File: src/hdl/crcfd_pkg.sv
`timescale 1ns / 1ps

package crcfd_pkg;

    localparam int unsigned CFG_INDEX_W = 2;
    localparam int unsigned CFG_DATA_W  = 16;

    localparam logic [CFG_INDEX_W-1:0] CFG_START_MARKER = 2'd0;
    localparam logic [CFG_INDEX_W-1:0] CFG_END_MARKER   = 2'd1;
    localparam logic [CFG_INDEX_W-1:0] CFG_MAX_PAYLOAD  = 2'd2;

    localparam logic [7:0]  RST_START_MARKER = 8'h02;
    localparam logic [7:0]  RST_END_MARKER   = 8'h03;
    localparam logic [15:0] RST_MAX_PAYLOAD  = 16'd1024;

    localparam logic [31:0] CRC_POLY = 32'hEDB8_8320;
    localparam logic [31:0] CRC_INIT = 32'hFFFF_FFFF;
    localparam logic [31:0] CRC_XOR  = 32'hFFFF_FFFF;

    typedef enum logic [3:0] {
        PH_IDLE   = 4'd0,
        PH_TYPE   = 4'd1,
        PH_LEN_LO = 4'd2,
        PH_LEN_HI = 4'd3,
        PH_DATA   = 4'd4,
        PH_CRC0   = 4'd5,
        PH_CRC1   = 4'd6,
        PH_CRC2   = 4'd7,
        PH_CRC3   = 4'd8,
        PH_END    = 4'd9
    } phase_t;

    typedef enum logic [1:0] {
        ST_MORE  = 2'd0,
        ST_READY = 2'd1,
        ST_CRC   = 2'd2,
        ST_SYNC  = 2'd3
    } status_t;

    typedef struct packed {
        logic [7:0]  start_marker;
        logic [7:0]  end_marker;
        logic [15:0] max_payload;
    } cfg_t;

    typedef struct packed {
        status_t     status;
        logic        payload_valid;
        logic [7:0]  payload_byte;
        logic [15:0] payload_index;
        logic [7:0]  frame_type;
        logic [15:0] frame_length;
    } result_t;

    // reflected CRC-32, one byte
    function automatic logic [31:0] crc_byte(input logic [31:0] crc_in, input logic [7:0] b);
        logic [31:0] c;
        c = crc_in ^ {24'd0, b};
        for (int k = 0; k < 8; k++)
        begin
            if (c[0])
            begin
                c = (c >> 1) ^ CRC_POLY;
            end
            else
            begin
                c = c >> 1;
            end
        end
        return c;
    endfunction

endpackage

File: src/hdl/crcfd_cfg.sv
`timescale 1ns / 1ps

module crcfd_cfg (
    input  logic                                 clk,
    input  logic                                 rst_n,
    input  logic                                 cfg_write,
    input  logic [crcfd_pkg::CFG_INDEX_W-1:0]    cfg_index,
    input  logic [crcfd_pkg::CFG_DATA_W-1:0]     cfg_data,
    output crcfd_pkg::cfg_t                      cfg
);

    logic [7:0]  start_marker_reg;
    logic [7:0]  end_marker_reg;
    logic [15:0] max_payload_reg;

    always_ff @(posedge clk or negedge rst_n)
    begin
        if (!rst_n)
        begin
            start_marker_reg <= crcfd_pkg::RST_START_MARKER;
            end_marker_reg   <= crcfd_pkg::RST_END_MARKER;
            max_payload_reg  <= crcfd_pkg::RST_MAX_PAYLOAD;
        end
        else if (cfg_write)
        begin
            case (cfg_index)
                crcfd_pkg::CFG_START_MARKER: start_marker_reg <= cfg_data[7:0];
                crcfd_pkg::CFG_END_MARKER:   end_marker_reg   <= cfg_data[7:0];
                crcfd_pkg::CFG_MAX_PAYLOAD:  max_payload_reg  <= cfg_data[15:0];
                default: ;
            endcase
        end
    end

    assign cfg.start_marker = start_marker_reg;
    assign cfg.end_marker   = end_marker_reg;
    assign cfg.max_payload  = max_payload_reg;

endmodule

File: src/hdl/crcfd_core.sv
`timescale 1ns / 1ps

module crcfd_core (
    input  logic                 clk,
    input  logic                 rst_n,
    input  logic                 step,
    input  logic [7:0]           in_byte,
    input  crcfd_pkg::cfg_t      cfg,
    output crcfd_pkg::result_t   result
);

    crcfd_pkg::phase_t phase_reg, phase_next;
    logic [7:0]  type_reg, type_next;
    logic [15:0] length_reg, length_next;
    logic [15:0] count_reg, count_next;
    logic [31:0] rxcrc_reg, rxcrc_next;
    logic [31:0] crc_reg, crc_next;

    logic [31:0] crc_upd;
    logic [15:0] len_full;
    logic [15:0] count_inc;
    logic        len_bad;
    logic [31:0] crc_final;

    assign crc_upd   = crcfd_pkg::crc_byte(crc_reg, in_byte);
    assign len_full  = {in_byte, length_reg[7:0]};
    assign len_bad   = len_full > cfg.max_payload;
    assign count_inc = count_reg + 16'd1;
    assign crc_final = crc_reg ^ crcfd_pkg::CRC_XOR;

    always_comb
    begin
        phase_next = phase_reg;
        case (phase_reg)
            crcfd_pkg::PH_IDLE:
            begin
                if (in_byte == cfg.start_marker)
                begin
                    phase_next = crcfd_pkg::PH_TYPE;
                end
            end
            crcfd_pkg::PH_TYPE:   phase_next = crcfd_pkg::PH_LEN_LO;
            crcfd_pkg::PH_LEN_LO: phase_next = crcfd_pkg::PH_LEN_HI;
            crcfd_pkg::PH_LEN_HI:
            begin
                if (len_bad)
                begin
                    phase_next = crcfd_pkg::PH_IDLE;
                end
                else if (len_full == 16'd0)
                begin
                    phase_next = crcfd_pkg::PH_CRC0;
                end
                else
                begin
                    phase_next = crcfd_pkg::PH_DATA;
                end
            end
            crcfd_pkg::PH_DATA:
            begin
                if (count_inc >= length_reg)
                begin
                    phase_next = crcfd_pkg::PH_CRC0;
                end
            end
            crcfd_pkg::PH_CRC0: phase_next = crcfd_pkg::PH_CRC1;
            crcfd_pkg::PH_CRC1: phase_next = crcfd_pkg::PH_CRC2;
            crcfd_pkg::PH_CRC2: phase_next = crcfd_pkg::PH_CRC3;
            crcfd_pkg::PH_CRC3: phase_next = crcfd_pkg::PH_END;
            default:            phase_next = crcfd_pkg::PH_IDLE;
        endcase
    end

    always_comb
    begin
        type_next   = type_reg;
        length_next = length_reg;
        count_next  = count_reg;
        rxcrc_next  = rxcrc_reg;
        crc_next    = crc_reg;

        result.status        = crcfd_pkg::ST_MORE;
        result.payload_valid = 1'b0;
        result.payload_byte  = 8'd0;
        result.payload_index = 16'd0;
        result.frame_type    = type_reg;
        result.frame_length  = length_reg;

        case (phase_reg)
            crcfd_pkg::PH_IDLE:
            begin
                if (in_byte == cfg.start_marker)
                begin
                    type_next   = 8'd0;
                    length_next = 16'd0;
                    count_next  = 16'd0;
                    rxcrc_next  = 32'd0;
                    crc_next    = crcfd_pkg::CRC_INIT;
                end
                result.frame_type   = type_next;
                result.frame_length = length_next;
            end
            crcfd_pkg::PH_TYPE:
            begin
                type_next         = in_byte;
                crc_next          = crc_upd;
                result.frame_type = in_byte;
            end
            crcfd_pkg::PH_LEN_LO:
            begin
                length_next         = {8'd0, in_byte};
                crc_next            = crc_upd;
                result.frame_length = length_next;
            end
            crcfd_pkg::PH_LEN_HI:
            begin
                result.frame_length = len_full;
                if (len_bad)
                begin
                    // abort: show offending header, then clear frame state
                    result.status = crcfd_pkg::ST_SYNC;
                    type_next     = 8'd0;
                    length_next   = 16'd0;
                    count_next    = 16'd0;
                    rxcrc_next    = 32'd0;
                    crc_next      = 32'd0;
                end
                else
                begin
                    length_next = len_full;
                    count_next  = 16'd0;
                    crc_next    = crc_upd;
                end
            end
            crcfd_pkg::PH_DATA:
            begin
                result.payload_valid = 1'b1;
                result.payload_byte  = in_byte;
                result.payload_index = count_reg;
                crc_next             = crc_upd;
                count_next           = count_inc;
            end
            crcfd_pkg::PH_CRC0: rxcrc_next = {24'd0, in_byte};
            crcfd_pkg::PH_CRC1: rxcrc_next = rxcrc_reg | {16'd0, in_byte, 8'd0};
            crcfd_pkg::PH_CRC2: rxcrc_next = rxcrc_reg | {8'd0, in_byte, 16'd0};
            crcfd_pkg::PH_CRC3: rxcrc_next = rxcrc_reg | {in_byte, 24'd0};
            crcfd_pkg::PH_END:
            begin
                if (in_byte == cfg.end_marker)
                begin
                    crc_next = crc_final;
                    if (crc_final == rxcrc_reg)
                    begin
                        result.status = crcfd_pkg::ST_READY;
                    end
                    else
                    begin
                        result.status = crcfd_pkg::ST_CRC;
                    end
                end
                else
                begin
                    result.status = crcfd_pkg::ST_SYNC;
                end
            end
            default: result.status = crcfd_pkg::ST_SYNC;
        endcase
    end

    always_ff @(posedge clk or negedge rst_n)
    begin
        if (!rst_n)
        begin
            phase_reg  <= crcfd_pkg::PH_IDLE;
            type_reg   <= 8'd0;
            length_reg <= 16'd0;
            count_reg  <= 16'd0;
            rxcrc_reg  <= 32'd0;
            crc_reg    <= 32'd0;
        end
        else if (step)
        begin
            phase_reg  <= phase_next;
            type_reg   <= type_next;
            length_reg <= length_next;
            count_reg  <= count_next;
            rxcrc_reg  <= rxcrc_next;
            crc_reg    <= crc_next;
        end
    end

endmodule

File: src/hdl/crc32_frame_decoder.sv
`timescale 1ns / 1ps

// STX/ETX frame decoder with CRC-32 check, one received byte per item.
// Input channel: in_valid/in_stall carry in_byte; an item is taken at a
// clock edge with in_valid high and in_stall low.
// Output channel: out_valid/out_stall carry one result item per input
// item: status, payload_valid, payload_byte, payload_index, frame_type,
// frame_length. Payload bytes are reported with their index, not buffered.
// Configuration: cfg_write/cfg_index/cfg_data write start_marker (0),
// end_marker (1) and max_payload (2); write only while the block is idle.
// Path: an item taken into the input register has its result registered
// in the result register and shown from there on. Throughput: one item
// per cycle while no held result is stalled; the byte-wide CRC update and
// the phase step are combinational between the input and result registers.
// Reset: markers return to 2 and 3, max_payload to 1024, the decoder waits
// for a start marker and both registers are empty.
// Stall: a held result stays on the outputs; an empty input register
// still takes one item, then in_stall stays high until out_stall drops.
module crc32_frame_decoder (
    input  logic                                 clk,
    input  logic                                 rst_n,
    input  logic                                 in_valid,
    output logic                                 in_stall,
    input  logic [7:0]                           in_byte,
    output logic                                 out_valid,
    input  logic                                 out_stall,
    output logic [1:0]                           status,
    output logic                                 payload_valid,
    output logic [7:0]                           payload_byte,
    output logic [15:0]                          payload_index,
    output logic [7:0]                           frame_type,
    output logic [15:0]                          frame_length,
    input  logic                                 cfg_write,
    input  logic [crcfd_pkg::CFG_INDEX_W-1:0]    cfg_index,
    input  logic [crcfd_pkg::CFG_DATA_W-1:0]     cfg_data
);

    crcfd_pkg::cfg_t    cfg;
    crcfd_pkg::result_t step_result;
    crcfd_pkg::result_t res_reg;

    logic       in_valid_reg;
    logic [7:0] in_byte_reg;
    logic       out_valid_reg;
    logic       out_free;
    logic       step;

    assign out_free = !out_valid_reg || !out_stall;
    assign step     = in_valid_reg && out_free;
    assign in_stall = in_valid_reg && !out_free;

    crcfd_cfg u_cfg (
        .clk       (clk),
        .rst_n     (rst_n),
        .cfg_write (cfg_write),
        .cfg_index (cfg_index),
        .cfg_data  (cfg_data),
        .cfg       (cfg)
    );

    crcfd_core u_core (
        .clk     (clk),
        .rst_n   (rst_n),
        .step    (step),
        .in_byte (in_byte_reg),
        .cfg     (cfg),
        .result  (step_result)
    );

    always_ff @(posedge clk or negedge rst_n)
    begin
        if (!rst_n)
        begin
            in_valid_reg  <= 1'b0;
            out_valid_reg <= 1'b0;
        end
        else
        begin
            if (!in_stall)
            begin
                in_valid_reg <= in_valid;
            end
            if (out_free)
            begin
                out_valid_reg <= step;
            end
        end
    end

    always_ff @(posedge clk)
    begin
        if (in_valid && !in_stall)
        begin
            in_byte_reg <= in_byte;
        end
        if (step)
        begin
            res_reg <= step_result;
        end
    end

    assign out_valid     = out_valid_reg;
    assign status        = res_reg.status;
    assign payload_valid = res_reg.payload_valid;
    assign payload_byte  = res_reg.payload_byte;
    assign payload_index = res_reg.payload_index;
    assign frame_type    = res_reg.frame_type;
    assign frame_length  = res_reg.frame_length;

endmodule

File: config.mk
export PLATFORM = sky130hd
export DESIGN_NAME = crc32_frame_decoder
export DESIGN_NICKNAME = d
export VERILOG_FILES = /design/src/hdl/crcfd_pkg.sv /design/src/hdl/crcfd_cfg.sv /design/src/hdl/crcfd_core.sv /design/src/hdl/crc32_frame_decoder.sv
export SDC_FILE = /design/constraint.sdc
export NUM_CORES = 1
export LEC_CHECK = 0
export ABC_CLOCK_PERIOD_IN_PS = 6900
export BUFFER_PORTS_ARGS = -buffer_cell sky130_fd_sc_hd__buf_2
export CORE_AREA = 4 4 154 170
export CTS_CLUSTER_DIAMETER = 100
export DETAILED_ROUTE_END_ITERATION = 7
export DIE_AREA = 0 0 158 174
export HOLD_SLACK_MARGIN = 0.03
export PLACE_DENSITY = 0.61
export SKIP_LAST_GASP = 1
export SLEW_MARGIN = 10
export SYNTH_ARGS = -nofsm -noshare
export SYNTH_HDL_FRONTEND = slang
export SYNTH_SLANG_ARGS = --single-unit
File: constraint.sdc
create_clock -name clk -period 6.9 [get_ports clk]
set_clock_uncertainty 0.2 [all_clocks]
set_input_delay 0.345 -clock clk [delete_from_list [all_inputs] [get_ports clk]]
set_output_delay 0.345 -clock clk [all_outputs]
set_load 0.02 [all_outputs]
==> qor.txt <==
Seq/Total Area, Yosys: 0.4906
Worst hold path depth: 4
Clock Latency Late Sink: 0.50 ns
Post-synthesis instance area: 10860 sq um
I/O Buffers: 83
Detailed Route Iter0 Violations: 563
# fillers: 2169
Width of the die: 158 um
Crit path max-delay cell type: and3_1
Vias in the first global route: 7688
Top sig layer: met4
Max incr delay on CP: 0.87 ns
Die H: 174 um
Max-slew violation count: 0
Detail Route Antenna Nets: 0
Worst EP arrival: 4.25 ns
Post-synthesis cell count: 961
CP Max Fanout: 24
Final hold viol count: 0
RSZ-0062 raised after global routing: no
Row cnt: 60
Starting Density: 0.4453
Max-capacitance violation count: 0
Fraction of synthesis flops using an asynchronous set or reset pin: 0.7065
Hpwl dp: 17.81 mm
Layout cell share with drive strength beyond 1: 0.1858
Placed cell count: 1301
CTS Buf Count: 23
Final setup vio count: 0
Crit path max-delay family: simple AND/OR/NAND/NOR gates
Tightest Hold Check Type: in -> reg
# nets final: 1108
Most common cell in the synthesized netlist: dfrtp_1
Mean Syn Cell Area: 11.31 sq um
Synth area leaders: dfrtp_1 32%, edfxtp_1 16%, xor2_1 4.7%
CP bufs+invs: 0
WL final: 26.55 mm
Number of iterations in the first detailed-routing pass: 5
Final period utilization: 0.5945
CTS Buffer Depth: 3
Wire length on met3: 1.329 mm
Post-synth EDFFs: 59
Drt wl/cell: 19.38 um
Critical path capture point type: register
Yosys warns: 0
RD Place Congestion: 0.8333
Routed wl met2: 12.66 mm
DR vias: 7684
Critical-path cell list: ha_1, nand4_2, nor4_4, a221oi_2, o21ai_2, and3_1, nor2_1
Final worst path period need: 4.102 ns
Final std cells w/o fill: 1370
Post-CTS Setup Bufs: 0
# DRC: 0
Final TNS setup: 0 ns
Synth top area share: 0.3179
VDD IR max: 0.0002305 V
Global-route wire length before repair: 43.20 mm
IO Count: 84
Initial antenna violation count: 0
CTS clk-pin slew, worst paths: 0.06 ns
Status: finished clean
Clock root cell: clkbuf_16
# H-tree levels: 1
Clk sink count: 201
Register area: 5330 sq um
Largest net degree at the start of global routing: 95
Required @ worst endpoint: 7.04 ns
Kind of critical path: reg -> reg
Slew @ Worst Pin: 1.212 ns
Area growth syn-to-layout: 14.79%
Stages on worst setup path: 7
Slew headroom: 0.1920
Syn_nets: 1025
Area leader, netlist: dfrtp_1
Core area: 24400 sq um
Leak Pwr: 0.005406 uW
Congestion Overflow GR: 0
Vias per cell: 5.609
Diode count: 0
M1 wire length: 12.03 mm
Top cells by count, synth: 138 x dfrtp_1, 82 x nor2_1, 59 x edfxtp_1, 58 x xor2_1
GRT Total Usage: 0.1948
Post_cts resized: 0
Die area: 27490 sq um
PwrDens: 478.6 nW/um^2
Fmax achieved: 243.8 MHz
Ys flop type: dfrtp_1
Startpoint types: register
Clock tree from TritonCTS: built
#FFs+latches synth: 201
Hold_buf cts: 28
Multi-input gate area: 5004 sq um
Synth cell types: 62
R2R depth: 7
-- path summary, 6_finish.rpt --
check / from / end / slack (ns)
max in group asynchronous: rst_n / u_core.count_reg[8]$_DFFE_PN0P_ / 5.01
max reg2reg: in_byte_reg[7]$_DFFE_PP_ / u_core.rxcrc_reg[15]$_DFFE_PN0P_ / 2.80
min: cfg_index[0] / u_cfg.start_marker_reg[7]$_DFFE_PN0P_ / 0.19
min in group asynchronous: rst_n / u_core.crc_reg[18]$_DFFE_PN0P_ / 0.30
max: in_byte_reg[7]$_DFFE_PP_ / u_core.rxcrc_reg[15]$_DFFE_PN0P_ / 2.80
min reg2reg: in_valid_reg$_DFFE_PN0N_ / out_valid$_DFFE_PN0N_ / 0.30
-- layout by cell type (no fill, tap or decap), types with 4 or more instances in the layout --
master	instances
and3_1	34
xnor2_4	4
nand2b_1	7
a21oi_1	14
o32a_1	32
xnor2_2	10
o31ai_1	7
buf_4	12
dlygate4sd3_1	28
ha_1	33
mux2_2	32
a22o_1	57
nor2_1	82
nor4_1	10
xor2_1	58
clkbuf_16	23
nor3b_1	5
nand2_1	33
clkinv_1	8
o21ai_0	35
nand3b_1	4
dfstp_2	4
inv_1	45
dfrtp_1	138
nand4_1	14
xnor2_1	57
a41oi_1	16
buf_2	82
nand3_1	10
and2_1	7
nor3_1	32
a211oi_1	11
edfxtp_1	59
bufinv_16	5
-- cells by family (layout without fill, tap and decap cells) --
logic type               Yosys count  after routing  synth area share
AO/OA/AOI/OAI                    192            192            0.1397
XOR/XNOR                         134            134            0.1270
adder cells (fa/ha/maj)           33             33           0.03801
buffers and inverters            112            211           0.04929
flip-flops                       201            201            0.4906
multiplexers                      32             32           0.03317
AND/OR/NAND/NOR                  257            257            0.1222
-- worst reg2reg max path: stages, from the launching register on --
cell	delay, ns
edfxtp_1	0.75
ha_1	0.51
nand4_2	0.18
nor4_4	0.36
a221oi_2	0.19
o21ai_2	0.76
and3_1	0.87
nor2_1	0.14
-- metal layers --
| metal | vias to the layer above | global-route usage |
|---|---|---|
| li1 | 3664 | - |
| met1 | 3779 | 0.2793 |
| met2 | 200 | 0.3144 |
| met3 | 41 | 0.02689 |
| met4 | 0 | 0.04621 |
| met5 | - | 0 |
-- metrics by stage --
stage / util / hold slack (ns) / power, uW / setup WS [ns] / area [sq um]
2_1_floorplan: - / -0.1506 / 4130 / 3.273 / 10860
3_3_place_gp: 0.4676 / 0.2774 / 4673 / 2.966 / 11410
3_5_place_dp: 0.4676 / 0.2860 / 4707 / 2.845 / 11410
4_1_cts: 0.5111 / 0.1773 / 6017 / 2.829 / 12470
5_1_grt: 0.5111 / 0.2107 / 6398 / 2.483 / 12470
6_report: 0.5111 / 0.1938 / 5969 / 2.798 / 12470
-- cell type report --
class / instances / area share
Clock buffer: 25 / 0.04675
Clock inverter: 16 / 0.01585
Inverter: 47 / 0.01415
Multi-Input combinational cell: 648 / 0.4012
Sequential cell: 201 / 0.4274
Tap cell: 310 / 0.03110
Timing Repair Buffer: 123 / 0.06351
-- where the power goes --
group          internal (uW)  switching [uW]
logic                   1240            1450
registers               1610             394
clock network            792             478
total                   3640            2330
No activity file was read; power rests on OpenSTA's default activity.
